File: src/hdl/kje_pkg.sv
// Shared types, codes and lookup functions for the keypad joystick emulator.
// No dependencies; included by every module of the block.
`timescale 1ns / 1ps

package kje_pkg;

  localparam int NUM_KEYS   = 11;
  localparam int NUM_DIRS   = 9;
  localparam int QUOT_W     = 7;
  localparam int REM_W      = 9;
  localparam int DIV_STEPS  = QUOT_W;

  localparam logic [1:0] KIND_BUTTON = 2'd0;
  localparam logic [1:0] KIND_AXIS   = 2'd1;
  localparam logic [1:0] KIND_STATUS = 2'd2;

  localparam logic CMD_KEY  = 1'b0;
  localparam logic CMD_TRIM = 1'b1;

  localparam logic [3:0] KEY_BUTTON0 = 4'd9;
  localparam logic [3:0] KEY_BUTTON1 = 4'd10;
  localparam logic [3:0] KEY_LAST    = 4'd10;

  localparam logic [3:0] TRIM_Y_INC = 4'd1;
  localparam logic [3:0] TRIM_X_DEC = 4'd3;
  localparam logic [3:0] TRIM_CLEAR = 4'd4;
  localparam logic [3:0] TRIM_X_INC = 4'd5;
  localparam logic [3:0] TRIM_Y_DEC = 4'd7;

  localparam logic [2:0] PORT_KEYB_STD    = 3'd2;
  localparam logic [2:0] PORT_KEYB_CENTER = 3'd3;

  localparam logic       REG_FIRST_PORT  = 1'b0;
  localparam logic       REG_SECOND_PORT = 1'b1;

  localparam logic signed [7:0] TRIM_MAX   = 8'sd64;
  localparam logic signed [7:0] TRIM_MIN   = -8'sd64;
  localparam logic        [7:0] CENTRE_POS = 8'd127;

  typedef struct packed {
    logic       command;
    logic [3:0] key_index;
    logic       pressed;
    logic       auto_repeat;
    logic       extended_key;
  } in_item_t;

  typedef struct packed {
    logic [1:0] kind;
    logic [1:0] target;
    logic       axis_select;
    logic [7:0] value;
    logic       handled;
    logic       last;
  } out_item_t;

  typedef struct packed {
    logic       load;
    logic       div_start;
    logic       div_step;
    logic [2:0] div_bit;
    logic       emit;
    logic       emit_sel;
  } kje_cmd_t;

  typedef struct packed {
    logic is_axis;
    logic two_results;
    logic out_free;
  } kje_status_t;

  typedef struct packed {
    logic       hit;
    logic [3:0] key;
  } corner_t;

  // Corner lookup on the released flags of the four orthogonal keys.
  function automatic corner_t corner_lookup(input logic [3:0] released);
    corner_t c;
    c.hit = 1'b1;
    unique case (released)
      4'd3:    c.key = 4'd8;
      4'd5:    c.key = 4'd6;
      4'd10:   c.key = 4'd2;
      4'd12:   c.key = 4'd0;
      default: begin
        c.hit = 1'b0;
        c.key = 4'd0;
      end
    endcase
    return c;
  endfunction

  function automatic logic is_keyboard(input logic [2:0] port_type);
    return (port_type == PORT_KEYB_STD) || (port_type == PORT_KEYB_CENTER);
  endfunction

endpackage

File: src/hdl/kje_ctrl.sv
// Sequencer for the keypad joystick emulator: accept, plan, divide, emit.
// Depends on kje_pkg for the command and status structs.
`timescale 1ns / 1ps

module kje_ctrl (
  input  logic                 clk,
  input  logic                 rst,
  input  logic                 in_valid,
  output logic                 in_stall,
  input  kje_pkg::kje_status_t status,
  output kje_pkg::kje_cmd_t    cmd
);
  import kje_pkg::*;

  typedef enum logic [2:0] {
    S_IDLE,
    S_PLAN,
    S_DIV,
    S_EMIT0,
    S_EMIT1
  } state_t;

  state_t     state;
  state_t     state_next;
  logic [2:0] cnt;
  logic [2:0] cnt_next;

  always_comb begin
    state_next = state;
    cnt_next   = cnt;
    cmd        = '0;
    cmd.div_bit = cnt;
    unique case (state)
      S_IDLE: begin
        if (in_valid && !in_stall) begin
          cmd.load   = 1'b1;
          state_next = S_PLAN;
        end
      end
      S_PLAN: begin
        if (status.is_axis) begin
          cmd.div_start = 1'b1;
          cnt_next      = 3'(DIV_STEPS - 1);
          state_next    = S_DIV;
        end else begin
          state_next = S_EMIT0;
        end
      end
      S_DIV: begin
        cmd.div_step = 1'b1;
        if (cnt == 3'd0) begin
          state_next = S_EMIT0;
        end else begin
          cnt_next = cnt - 3'd1;
        end
      end
      S_EMIT0: begin
        if (status.out_free) begin
          cmd.emit   = 1'b1;
          state_next = status.two_results ? S_EMIT1 : S_IDLE;
        end
      end
      S_EMIT1: begin
        if (status.out_free) begin
          cmd.emit     = 1'b1;
          cmd.emit_sel = 1'b1;
          state_next   = S_IDLE;
        end
      end
      default: state_next = S_IDLE;
    endcase
  end

  always_ff @(posedge clk) begin
    if (rst) begin
      state    <= S_IDLE;
      cnt      <= '0;
      in_stall <= 1'b0;
    end else begin
      state    <= state_next;
      cnt      <= cnt_next;
      in_stall <= (state_next != S_IDLE);
    end
  end

endmodule

File: src/hdl/kje_dp.sv
// Datapath: key and trim state, port configuration, axis divider, result register.
// Depends on kje_pkg; driven by kje_ctrl through kje_cmd_t.
`timescale 1ns / 1ps

module kje_dp (
  input  logic                 clk,
  input  logic                 rst,
  input  kje_pkg::in_item_t    in_item,
  input  logic                 cfg_write,
  input  logic                 cfg_index,
  input  logic [2:0]           cfg_data,
  input  logic                 out_stall,
  output logic                 out_valid,
  output kje_pkg::out_item_t   out_item,
  input  kje_pkg::kje_cmd_t    cmd,
  output kje_pkg::kje_status_t status
);
  import kje_pkg::*;

  logic [2:0]             port0;
  logic [2:0]             port1;
  logic [NUM_KEYS-1:0]    key_held;
  logic signed [7:0]      trim_x;
  logic signed [7:0]      trim_y;
  in_item_t               item;

  logic [REM_W-1:0]       rem_x;
  logic [REM_W-1:0]       rem_y;
  logic [3:0]             dvs;
  logic [QUOT_W-1:0]      q_x;
  logic [QUOT_W-1:0]      q_y;
  logic                   sgn_x;
  logic                   sgn_y;

  corner_t                corner;
  logic [NUM_DIRS-1:0]    sel;
  logic [1:0]             x_pos;
  logic [1:0]             x_neg;
  logic [1:0]             y_pos;
  logic [1:0]             y_neg;
  logic [1:0]             x_mag;
  logic [1:0]             y_mag;
  logic [3:0]             n_held;
  logic [9:0]             trial;
  logic [7:0]             x_val;
  logic [7:0]             y_val;
  logic                   joy;
  logic                   trim_ok;
  out_item_t              r0;
  out_item_t              r1;

  // Configuration and held-key / trim state.
  always_ff @(posedge clk) begin
    if (rst) begin
      port0    <= '0;
      port1    <= '0;
      key_held <= '0;
      trim_x   <= '0;
      trim_y   <= '0;
    end else begin
      if (cfg_write) begin
        unique case (cfg_index)
          REG_FIRST_PORT:  port0 <= cfg_data;
          REG_SECOND_PORT: port1 <= cfg_data;
          default: ;
        endcase
      end
      if (cmd.load) begin
        if (in_item.command == CMD_TRIM) begin
          case (in_item.key_index)
            TRIM_Y_INC: if (trim_y < TRIM_MAX) trim_y <= trim_y + 8'sd1;
            TRIM_X_DEC: if (trim_x > TRIM_MIN) trim_x <= trim_x - 8'sd1;
            TRIM_X_INC: if (trim_x < TRIM_MAX) trim_x <= trim_x + 8'sd1;
            TRIM_Y_DEC: if (trim_y > TRIM_MIN) trim_y <= trim_y - 8'sd1;
            TRIM_CLEAR: begin
              trim_x <= '0;
              trim_y <= '0;
            end
            default: ;
          endcase
        end else if (!in_item.extended_key && in_item.key_index <= KEY_LAST) begin
          key_held[in_item.key_index] <= in_item.pressed;
        end
      end
    end
  end

  always_ff @(posedge clk) begin
    if (cmd.load) begin
      item <= in_item;
    end
  end

  // Direction mix: corner key alone, else every held direction key.
  always_comb begin
    corner = corner_lookup({~key_held[7], ~key_held[5], ~key_held[3], ~key_held[1]});
    sel    = corner.hit ? (NUM_DIRS'(1) << corner.key) : key_held[NUM_DIRS-1:0];
    x_pos  = 2'(sel[2]) + 2'(sel[5]) + 2'(sel[8]);
    x_neg  = 2'(sel[0]) + 2'(sel[3]) + 2'(sel[6]);
    y_pos  = 2'(sel[0]) + 2'(sel[1]) + 2'(sel[2]);
    y_neg  = 2'(sel[6]) + 2'(sel[7]) + 2'(sel[8]);
    x_mag  = (x_neg > x_pos) ? (x_neg - x_pos) : (x_pos - x_neg);
    y_mag  = (y_neg > y_pos) ? (y_neg - y_pos) : (y_pos - y_neg);
    n_held = '0;
    for (int i = 0; i < NUM_DIRS; i++) begin
      n_held = n_held + 4'(sel[i]);
    end
  end

  // Restoring divide of 127*|d| by the key count, one quotient bit per step.
  assign trial = 10'(dvs) << cmd.div_bit;

  always_ff @(posedge clk) begin
    if (cmd.div_start) begin
      rem_x <= {x_mag, 7'b0} - REM_W'(x_mag);
      rem_y <= {y_mag, 7'b0} - REM_W'(y_mag);
      dvs   <= (n_held == 4'd0) ? 4'd1 : n_held;
      sgn_x <= (x_neg > x_pos);
      sgn_y <= (y_neg > y_pos);
      q_x   <= '0;
      q_y   <= '0;
    end else if (cmd.div_step) begin
      if ({1'b0, rem_x} >= trial) begin
        rem_x          <= rem_x - trial[REM_W-1:0];
        q_x[cmd.div_bit] <= 1'b1;
      end
      if ({1'b0, rem_y} >= trial) begin
        rem_y          <= rem_y - trial[REM_W-1:0];
        q_y[cmd.div_bit] <= 1'b1;
      end
    end
  end

  assign x_val = CENTRE_POS + $unsigned(trim_x) + (sgn_x ? -{1'b0, q_x} : {1'b0, q_x});
  assign y_val = CENTRE_POS + $unsigned(trim_y) + (sgn_y ? -{1'b0, q_y} : {1'b0, q_y});
  assign joy   = !is_keyboard(port0);

  // Result plan for the held request.
  always_comb begin
    r0 = '{kind: KIND_STATUS, target: 2'd0, axis_select: 1'b0, value: 8'd0,
           handled: 1'b1, last: 1'b1};
    r1 = r0;
    status.is_axis     = 1'b0;
    status.two_results = 1'b0;
    status.out_free    = !out_valid || !out_stall;
    trim_ok = (item.key_index == TRIM_Y_INC) || (item.key_index == TRIM_X_DEC) ||
              (item.key_index == TRIM_CLEAR) || (item.key_index == TRIM_X_INC) ||
              (item.key_index == TRIM_Y_DEC);
    if (item.command == CMD_TRIM) begin
      r0.handled = trim_ok;
    end else if (item.extended_key || item.key_index > KEY_LAST) begin
      r0.handled = 1'b0;
    end else if (item.key_index == KEY_BUTTON0) begin
      r0.kind  = KIND_BUTTON;
      r0.value = 8'(item.pressed);
      if (is_keyboard(port1)) begin
        r0.target          = 2'd2;
        r0.last            = 1'b0;
        r1                 = r0;
        r1.target          = 2'd1;
        r1.last            = 1'b1;
        status.two_results = 1'b1;
      end
    end else if (item.key_index == KEY_BUTTON1) begin
      if (!is_keyboard(port1)) begin
        r0.kind   = KIND_BUTTON;
        r0.target = 2'd1;
        r0.value  = 8'(item.pressed);
      end
    end else if ((item.pressed && !item.auto_repeat) ||
                 ((joy ? port1 : port0) == PORT_KEYB_CENTER)) begin
      status.is_axis     = 1'b1;
      status.two_results = 1'b1;
      r0 = '{kind: KIND_AXIS, target: 2'(joy), axis_select: 1'b0, value: x_val,
             handled: 1'b1, last: 1'b0};
      r1 = '{kind: KIND_AXIS, target: 2'(joy), axis_select: 1'b1, value: y_val,
             handled: 1'b1, last: 1'b1};
    end
  end

  always_ff @(posedge clk) begin
    if (rst) begin
      out_valid <= 1'b0;
    end else if (cmd.emit) begin
      out_valid <= 1'b1;
    end else if (!out_stall) begin
      out_valid <= 1'b0;
    end
  end

  always_ff @(posedge clk) begin
    if (cmd.emit) begin
      out_item <= cmd.emit_sel ? r1 : r0;
    end
  end

endmodule

File: src/hdl/keypad_joystick_emulator.sv
// Top level of the keypad joystick emulator.
// Depends on kje_pkg, kje_ctrl and kje_dp.
`timescale 1ns / 1ps
//
// Usage:
//   in channel  : in_valid / in_stall / in_item, one key or trim request per
//                 handshake. in_stall is high while a request is in work.
//   out channel : out_valid / out_stall / out_item, one or two results per
//                 request; the final one has last set.
//   config      : cfg_write / cfg_index / cfg_data write the port types;
//                 write only while no request is in work.
// Sequence: an accepted request passes S_PLAN, then for axis writes the
//   seven-step restoring divider in S_DIV that averages the held direction
//   keys, then S_EMIT0 registers the first result and S_EMIT1 the second.
// Overlap: the next request is taken while the last result still waits in
//   the output register.
// Reset: all keys released, trims zero, both port types zero, output empty.
// Stall: a stalled result holds in the output register and the sequencer
//   waits in S_EMIT0 or S_EMIT1 before loading the next result into it.

module keypad_joystick_emulator (
  input  logic               clk,
  input  logic               rst,
  input  logic               in_valid,
  output logic               in_stall,
  input  kje_pkg::in_item_t  in_item,
  output logic               out_valid,
  input  logic               out_stall,
  output kje_pkg::out_item_t out_item,
  input  logic               cfg_write,
  input  logic               cfg_index,
  input  logic [2:0]         cfg_data
);
  import kje_pkg::*;

  kje_cmd_t    cmd;
  kje_status_t status;

  kje_ctrl u_ctrl (
    .clk      (clk),
    .rst      (rst),
    .in_valid (in_valid),
    .in_stall (in_stall),
    .status   (status),
    .cmd      (cmd)
  );

  kje_dp u_dp (
    .clk       (clk),
    .rst       (rst),
    .in_item   (in_item),
    .cfg_write (cfg_write),
    .cfg_index (cfg_index),
    .cfg_data  (cfg_data),
    .out_stall (out_stall),
    .out_valid (out_valid),
    .out_item  (out_item),
    .cmd       (cmd),
    .status    (status)
  );

endmodule

File: config.mk
export PLATFORM = sky130hd
export DESIGN_NAME = keypad_joystick_emulator
export DESIGN_NICKNAME = d
export VERILOG_FILES = /design/src/hdl/kje_pkg.sv /design/src/hdl/kje_ctrl.sv /design/src/hdl/kje_dp.sv /design/src/hdl/keypad_joystick_emulator.sv
export SDC_FILE = /design/constraint.sdc
export NUM_CORES = 1
export LEC_CHECK = 0
export ABC_AREA = 1
export BUFFER_PORTS_ARGS = -buffer_cell sky130_fd_sc_hd__buf_2
export CAP_MARGIN = 5
export CORE_MARGIN = 2
export CORE_UTILIZATION = 40
export CTS_CLUSTER_SIZE = 10
export DETAILED_ROUTE_END_ITERATION = 10
export GPL_TIMING_DRIVEN = 1
export PLACE_DENSITY = 0.62
export SKIP_CTS_REPAIR_TIMING = 1
export SLEW_MARGIN = 20
export SYNTH_ARGS = -nofsm -noshare
export SYNTH_HDL_FRONTEND = slang
export SYNTH_HIERARCHICAL = 1
export SYNTH_SLANG_ARGS = --single-unit
File: constraint.sdc
create_clock -name clk -period 7.8 [get_ports clk]
set_input_delay 0.39 -clock clk [delete_from_list [all_inputs] [get_ports clk]]
set_output_delay 0.39 -clock clk [all_outputs]
set_load 0.02 [all_outputs]
==> flow_summary.json, run 1 <==
{
  "status": "finished, final reports clean",
  "cts.sink_count": 100,
  "die_area_um2": 20500,
  "first_pass_iters": 5,
  "yosysWarningCount": 6,
  "path_clk_slew_ps": 60,
  "synth_fp_nets": 1178,
  "track_usage_pct": 17.9,
  "grt_max_degree": 40,
  "n_fill_cell": 1889,
  "p_int_mw": 1.54,
  "fp.dieH_um": 143,
  "n_antenna_cell": 0,
  "min_period_ps": 4220,
  "wl_per_cell_um": 12.8,
  "p_per_area_nw_per_um2": 322,
  "p_seq_share_pct": 28.0,
  "io_buffers": 33,
  "antenna_found_initial": 0,
  "cts_buffers": 9,
  "cp_slowest_cell": "fa_1",
  "grt_pass1_vias": 6095,
  "p_sw_mw": 1.20,
  "setup_viol": 0,
  "rows": 50,
  "grt-ovfl-total": 0,
  "crit_path_frequent_cell": "fa_1",
  "drive_above_1_share_pct": 8.05,
  "crit_path_max_incr_delay_ps": 520,
  "pin_count": 34,
  "fin_crit_sh_pct": 54.1,
  "cts_root_buffer": "clkbuf_16",
  "min_path_type": "primary input to flop",
  "fin_skew_ps": 11.3,
  "final_nets": 1209,
  "drtIter0Drc": 420,
  "worstSetupPathType": "flop to flop",
  "coreArea_um2": 18800,
  "cp.required_ps": 7980,
  "hold_viol_final": 0,
  "start_kind": "flop",
  "worstMarginPinSlew_ps": 751,
  "rsz0062_at_grt": "no",
  "maxSlewViolCount": 0,
  "synthArstFlopShare_pct": 0,
  "fin_setup_tns_ps": 0,
  "design_area_um2": 8500,
  "ant_nets": 0,
  "irDropWorstVdd_mv": 0.133,
  "area_growth_pct": 9.88,
  "p_clk_share_pct": 17.9,
  "worstPathMaxFanout": 6,
  "slew_headroom_pct": 49.7,
  "clk_path_buf_depth": 2,
  "pwr-share-comb_pct": 54.1,
  "ys_seq_area_share_pct": 32.0,
  "cts_tree": "built",
  "cap_violations": 0,
  "initial_core_util_pct": 41.1,
  "layout_commonest_cell": "nand2_1",
  "hpwl_mm": 13.7,
  "critPathArrivalTime_ps": 4410,
  "synthCells": 1070,
  "crit_path_end_kind": "flop",
  "grt_pass1_wl_mm": 29.1,
  "p_leak_nw": 4.27,
  "gp_routability_congestion": 0.897,
  "die_w_um": 143,
  "synth_edf_count": 47,
  "syn_avg_cell_area_um2": 7.23,
  "max_freq_ghz": 0.237,
  "ys_types": 45,
  "cp_cell_sequence": "nor2_1, or2_2, nand2_1, inv_1, nor2_1, inv_1, fa_1, inv_1, fa_1, fa_1, fa_1, fa_1, xor2_1, o31ai_1",
  "drt-total-wl_mm": 17.5,
  "synth.cell_area_um2": 7740,
  "swShare_pct": 43.7,
  "synth_ff_type": "dfxtp_1",
  "drt-vias-per-instance": 4.83,
  "worstSkewPairLatency_ps": 360,
  "dpl_cell_area_um2": 8170,
  "drc": 0,
  "htreeDepth": 3,
  "synth_seq_cells": 100,
  "final_cell_mix": "249 x nand2_1, 202 x inv_1, 103 x nor2_1, 74 x ha_1, 71 x a21oi_1",
  "routed-via-count": 6592
}
-- flip-flops by register name (all words and copies together) (netlist names), 3 cells and up --
register and count:
u_dp/out_item 15, u_dp/key_held 9, u_dp/rem_x 9, u_dp/rem_y 9, u_dp/item 8, u_dp/trim_x 8, u_dp/trim_y 8, u_dp/q_x 7
u_dp/q_y 7, u_dp/dvs 4, u_ctrl/cnt 3, u_ctrl/state 3, u_dp/port0 3, u_dp/port1 3
-- worst paths after layout --
| path | start | end | slack [ps] | cells after the start |
|---|---|---|---|---|
| max | u_dp/key_held[1]$_SDFFE_PP0P_ | u_dp/dvs[0]$_SDFFCE_PN1P_ | 3580 | 14 |
| min | in_item[1] | u_dp/item[1]$_DFFE_PP_ | 220 | 1 |
| max reg2reg | u_dp/key_held[1]$_SDFFE_PP0P_ | u_dp/dvs[0]$_SDFFCE_PN1P_ | 3580 | 14 |
| min reg2reg | u_dp/port0[2]$_SDFFE_PP0P_ | u_dp/port0[2]$_SDFFE_PP0P_ | 460 | 2 |
-- synthesized netlist by cell type (4+ instances only) --
library cell	instances	share of area (%)
a21oi_1	71	4.6
a22oi_1	4	0.39
a311oi_1	8	0.91
a31oi_1	4	0.32
clkbuf_1	10	0.49
dfxtp_1	53	14
edfxtp_1	47	18
fa_1	17	4.4
ha_1	74	12
inv_1	202	9.8
inv_2	5	0.24
nand2_1	249	12
nand2_2	6	0.49
nand3_1	70	4.5
nand3_2	4	0.52
nand4_1	14	1.1
nor2_1	104	5.0
nor2_2	5	0.40
o21ai_0	44	2.8
o21ai_1	4	0.26
or2_2	11	0.89
xnor2_1	6	0.68
xor2_1	17	1.9
-- area by class of cell --
class                      count  area, µm²  area share (%)
clock inverter                 5       55.1           0.648
sequential                   100       2470            29.1
timing repair buffer          35        180            2.12
tap                          260        325            3.83
multi-input combinational    747       4410            51.9
inverter                     208        781            9.18
clock buffer                  11        275            3.24
-- power by group through the flow --
stage / combinational [mW] / clock, mW / sequential, mW
finish: 1.48 / 0.491 / 0.767
CTS: 1.48 / 0.502 / 0.767
floorplan: 1.16 / 0 / 0.765
global route: 1.72 / 0.521 / 0.779
detailed placement: 1.47 / 0 / 0.777
global placement: 1.45 / 0 / 0.777
-- kinds of logic after synthesis --
kind of cell	Yosys count	synth area share [%]
buf+inv	223	11.0
xor+xnor	23	2.60
mux	2	0.259
compound gates	151	10.9
flops	100	32.0
fa+ha+maj	91	16.4
simple gates	480	26.9
-- critical path, delay by kind of cell (launching register included) --
kind,cells,cell delay (ps)
fa+ha+maj,5,2370
simple gates,4,680
buf+inv,3,220
xor+xnor,1,190
compound gates,1,200
flops,1,380
-- routing by layer --
| layer | vias to the layer above | GRT usage, % | share of wire [%] |
|---|---|---|---|
| met2 | 116 | 30.2 | 46 |
| met3 | 20 | 2.62 | 3.2 |
| li1 | 3499 | - | - |
| met1 | 2957 | 23.8 | 49 |
| met5 | - | 0 | 0 |
| met4 | 0 | 5.26 | 1.8 |
-- stage by stage --
stage	utilization [%]	hold WS (ps)	std cells	setup WS, ps	total power, mW
after floorplan	-	429	1070	3780	1.93
after global placement	43.4	454	1350	3630	2.22
after detailed placement	43.4	454	1350	3530	2.25
after CTS	45.1	207	1366	3560	2.75
after global routing	45.1	206	1366	3290	3.02
final	45.1	217	1366	3580	2.74
Power figures use the tool's default switching activity.
==> run 2, diff against run 1 <==
--- a/config.mk
+++ b/config.mk
@@ -13,7 +13,7 @@
 export CTS_CLUSTER_SIZE = 10
 export DETAILED_ROUTE_END_ITERATION = 10
 export GPL_TIMING_DRIVEN = 1
-export PLACE_DENSITY = 0.62
+export PLACE_DENSITY = 0.64
 export SKIP_CTS_REPAIR_TIMING = 1
 export SLEW_MARGIN = 20
 export SYNTH_ARGS = -nofsm -noshare
==> constraint.sdc (replaced) <==
create_clock -name clk -period 3.62 [get_ports clk]
set_input_delay 0.181 -clock clk [delete_from_list [all_inputs] [get_ports clk]]
set_output_delay 0.181 -clock clk [all_outputs]
set_load 0.02 [all_outputs]
==> flow_summary.json, run 2 (same netlist as run 1, synthesis figures left out) <==
{
  "status": "complete, but fails checks",
  "failed_checks": "negative setup slack",
  "multi_input_area_um2": 4460,
  "fin_setup_tns_ps": -227,
  "path_clk_slew_ps": 70,
  "hpwl_mm": 14.0,
  "drt-vias-per-instance": 4.82,
  "start_kind": "flop",
  "fin_skew_ps": 12.8,
  "layout_commonest_cell": "nand2_1",
  "placed_cells": 1366,
  "grt_max_degree": 39,
  "crit_path_end_kind": "flop",
  "irDropWorstVdd_mv": 0.232,
  "cap_violations": 0,
  "drt-total-wl_mm": 17.6,
  "die_area_um2": 20500,
  "ant_nets": 0,
  "n_fill_cell": 1881,
  "rsz0062_at_grt": "yes",
  "regMostFlops": "u_dp/out_item",
  "cp_slowest_cell": "fa_1",
  "area_growth_pct": 11.6,
  "maxSlewViolCount": 0,
  "wl_per_cell_um": 12.7,
  "drc": 0,
  "cp.required_ps": 3800,
  "min_period_ps": 3800,
  "cts_tree": "built",
  "critPathBufInv": 4,
  "worstSkewPairLatency_ps": 350,
  "worstMarginPinSlew_ps": 666,
  "n_antenna_cell": 0,
  "die_w_um": 143,
  "cp_cell_sequence": "inv_2, nor2_2, or2_4, nand2_4, inv_4, nor2_4, inv_2, fa_1, inv_2, fa_1, fa_1, fa_2, fa_2, xor2_2, o31ai_1",
  "drtIter0Drc": 330,
  "grt_pass1_vias": 6080,
  "clk_path_buf_depth": 2,
  "htreeDepth": 3,
  "crit_path_max_incr_delay_ps": 520,
  "hold_viol_final": 0,
  "final_util_pct": 45.8,
  "final_cell_mix": "248 x nand2_1, 195 x inv_1, 98 x nor2_1, 74 x ha_1, 71 x a21oi_1",
  "grt-ovfl-total": 0,
  "setup_ws_ps": -177,
  "pin_count": 34,
  "fp.dieH_um": 143,
  "initial_core_util_pct": 41.1,
  "fin_crit_sh_pct": 105,
  "cts_buffers": 9,
  "rows": 50,
  "slew_headroom_pct": 55.4,
  "final_nets": 1228,
  "worstPathMaxFanout": 6,
  "worstSetupPathType": "flop to flop",
  "drive_above_1_share_pct": 11.2,
  "cts_root_buffer": "clkbuf_16",
  "first_pass_iters": 5,
  "seq_area_um2": 2480,
  "largest_reg_flops": 15,
  "track_usage_pct": 18.1,
  "cts.sink_count": 100,
  "fin_cells": 1385,
  "antenna_found_initial": 0,
  "critPathArrivalTime_ps": 3970,
  "setup_viol": 2,
  "p_per_area_nw_per_um2": 665,
  "io_buffers": 33,
  "grt_pass1_wl_mm": 29.2,
  "crit_family": "adder cells",
  "coreArea_um2": 18800,
  "min_path_type": "primary input to flop",
  "p_leak_nw": 4.33,
  "gp_routability_congestion": 0.891,
  "max_freq_ghz": 0.263,
  "routed-via-count": 6682
}
run 2: cell count changes in the layout (fill, tap and decap cells not counted), moves of 2 or more:
| cell | change |
|---|---|
| fa_2 | +2 |
| clkbuf_16 | -2 |
| dfxtp_2 | +4 |
| or2_2 | -2 |
| fa_1 | -2 |
| dfxtp_1 | -4 |
| clkinv_4 | -2 |
| nor2_2 | +4 |
| inv_1 | -7 |
| inv_2 | +6 |
| nor2_1 | -5 |
| clkbuf_1 | +3 |
| buf_4 | +18 |
| or2_4 | +2 |
run 2: worst reg2reg max path, cell delays in order, from the launching register on:
cell	delay, ps
dfxtp_2	340
inv_2	50
nor2_2	40
or2_4	250
nand2_4	110
inv_4	50
nor2_4	110
inv_2	40
fa_1	480
inv_2	40
fa_1	520
fa_1	440
fa_2	370
fa_2	380
xor2_2	190
o31ai_1	210
run 2: layer usage:
metal  up-vias  global-route usage (%)  share of wire, %
li1       3532                       -                 -
met1      3003                    24.1                49
met2       129                    29.6                45
met3        18                    2.98               4.1
met4         0                    6.67               2.0
met5         -                       0                 0
run 2: metrics by stage:
stage	cell area (µm²)	hold WS [ps]	total power, mW	setup slack, ps
CTS	8600	-5.95	5.76	-129
detailed placement	8340	365	4.84	-126
global route	8630	33.0	6.34	-295
floorplan	7780	250	4.15	-32.7
finish	8630	44.1	5.74	-177
global placement	8340	359	4.79	-79.0
run 2: area by class of cell:
class | count | share of cell area [%]
multi-input cells | 747 | 51.7
repair buffers | 54 | 3.77
well taps | 260 | 3.77
flip-flops and latches | 100 | 28.7
clock inverters | 4 | 0.290
clock buffers | 12 | 2.74
inverters | 208 | 9.07
run 2: final timing paths:
kind                            startpoint                         end  slack [ps]  cells past startpoint
min                             in_item[0]      u_dp/item[0]$_DFFE_PP_          40                      1
min reg2reg     u_dp/port1[1]$_SDFFE_PP0P_  u_dp/port1[1]$_SDFFE_PP0P_         460                      2
max reg2reg  u_dp/key_held[1]$_SDFFE_PP0P_   u_dp/dvs[0]$_SDFFCE_PN1P_        -180                     15
max          u_dp/key_held[1]$_SDFFE_PP0P_   u_dp/dvs[0]$_SDFFCE_PN1P_        -180                     15
run 2: report_power, final:
part	switching, mW	total, mW	internal, mW
clock network	0.429	0.895	0.467
registers	0.133	1.65	1.51
logic	1.99	3.20	1.20
total	2.56	5.74	3.18
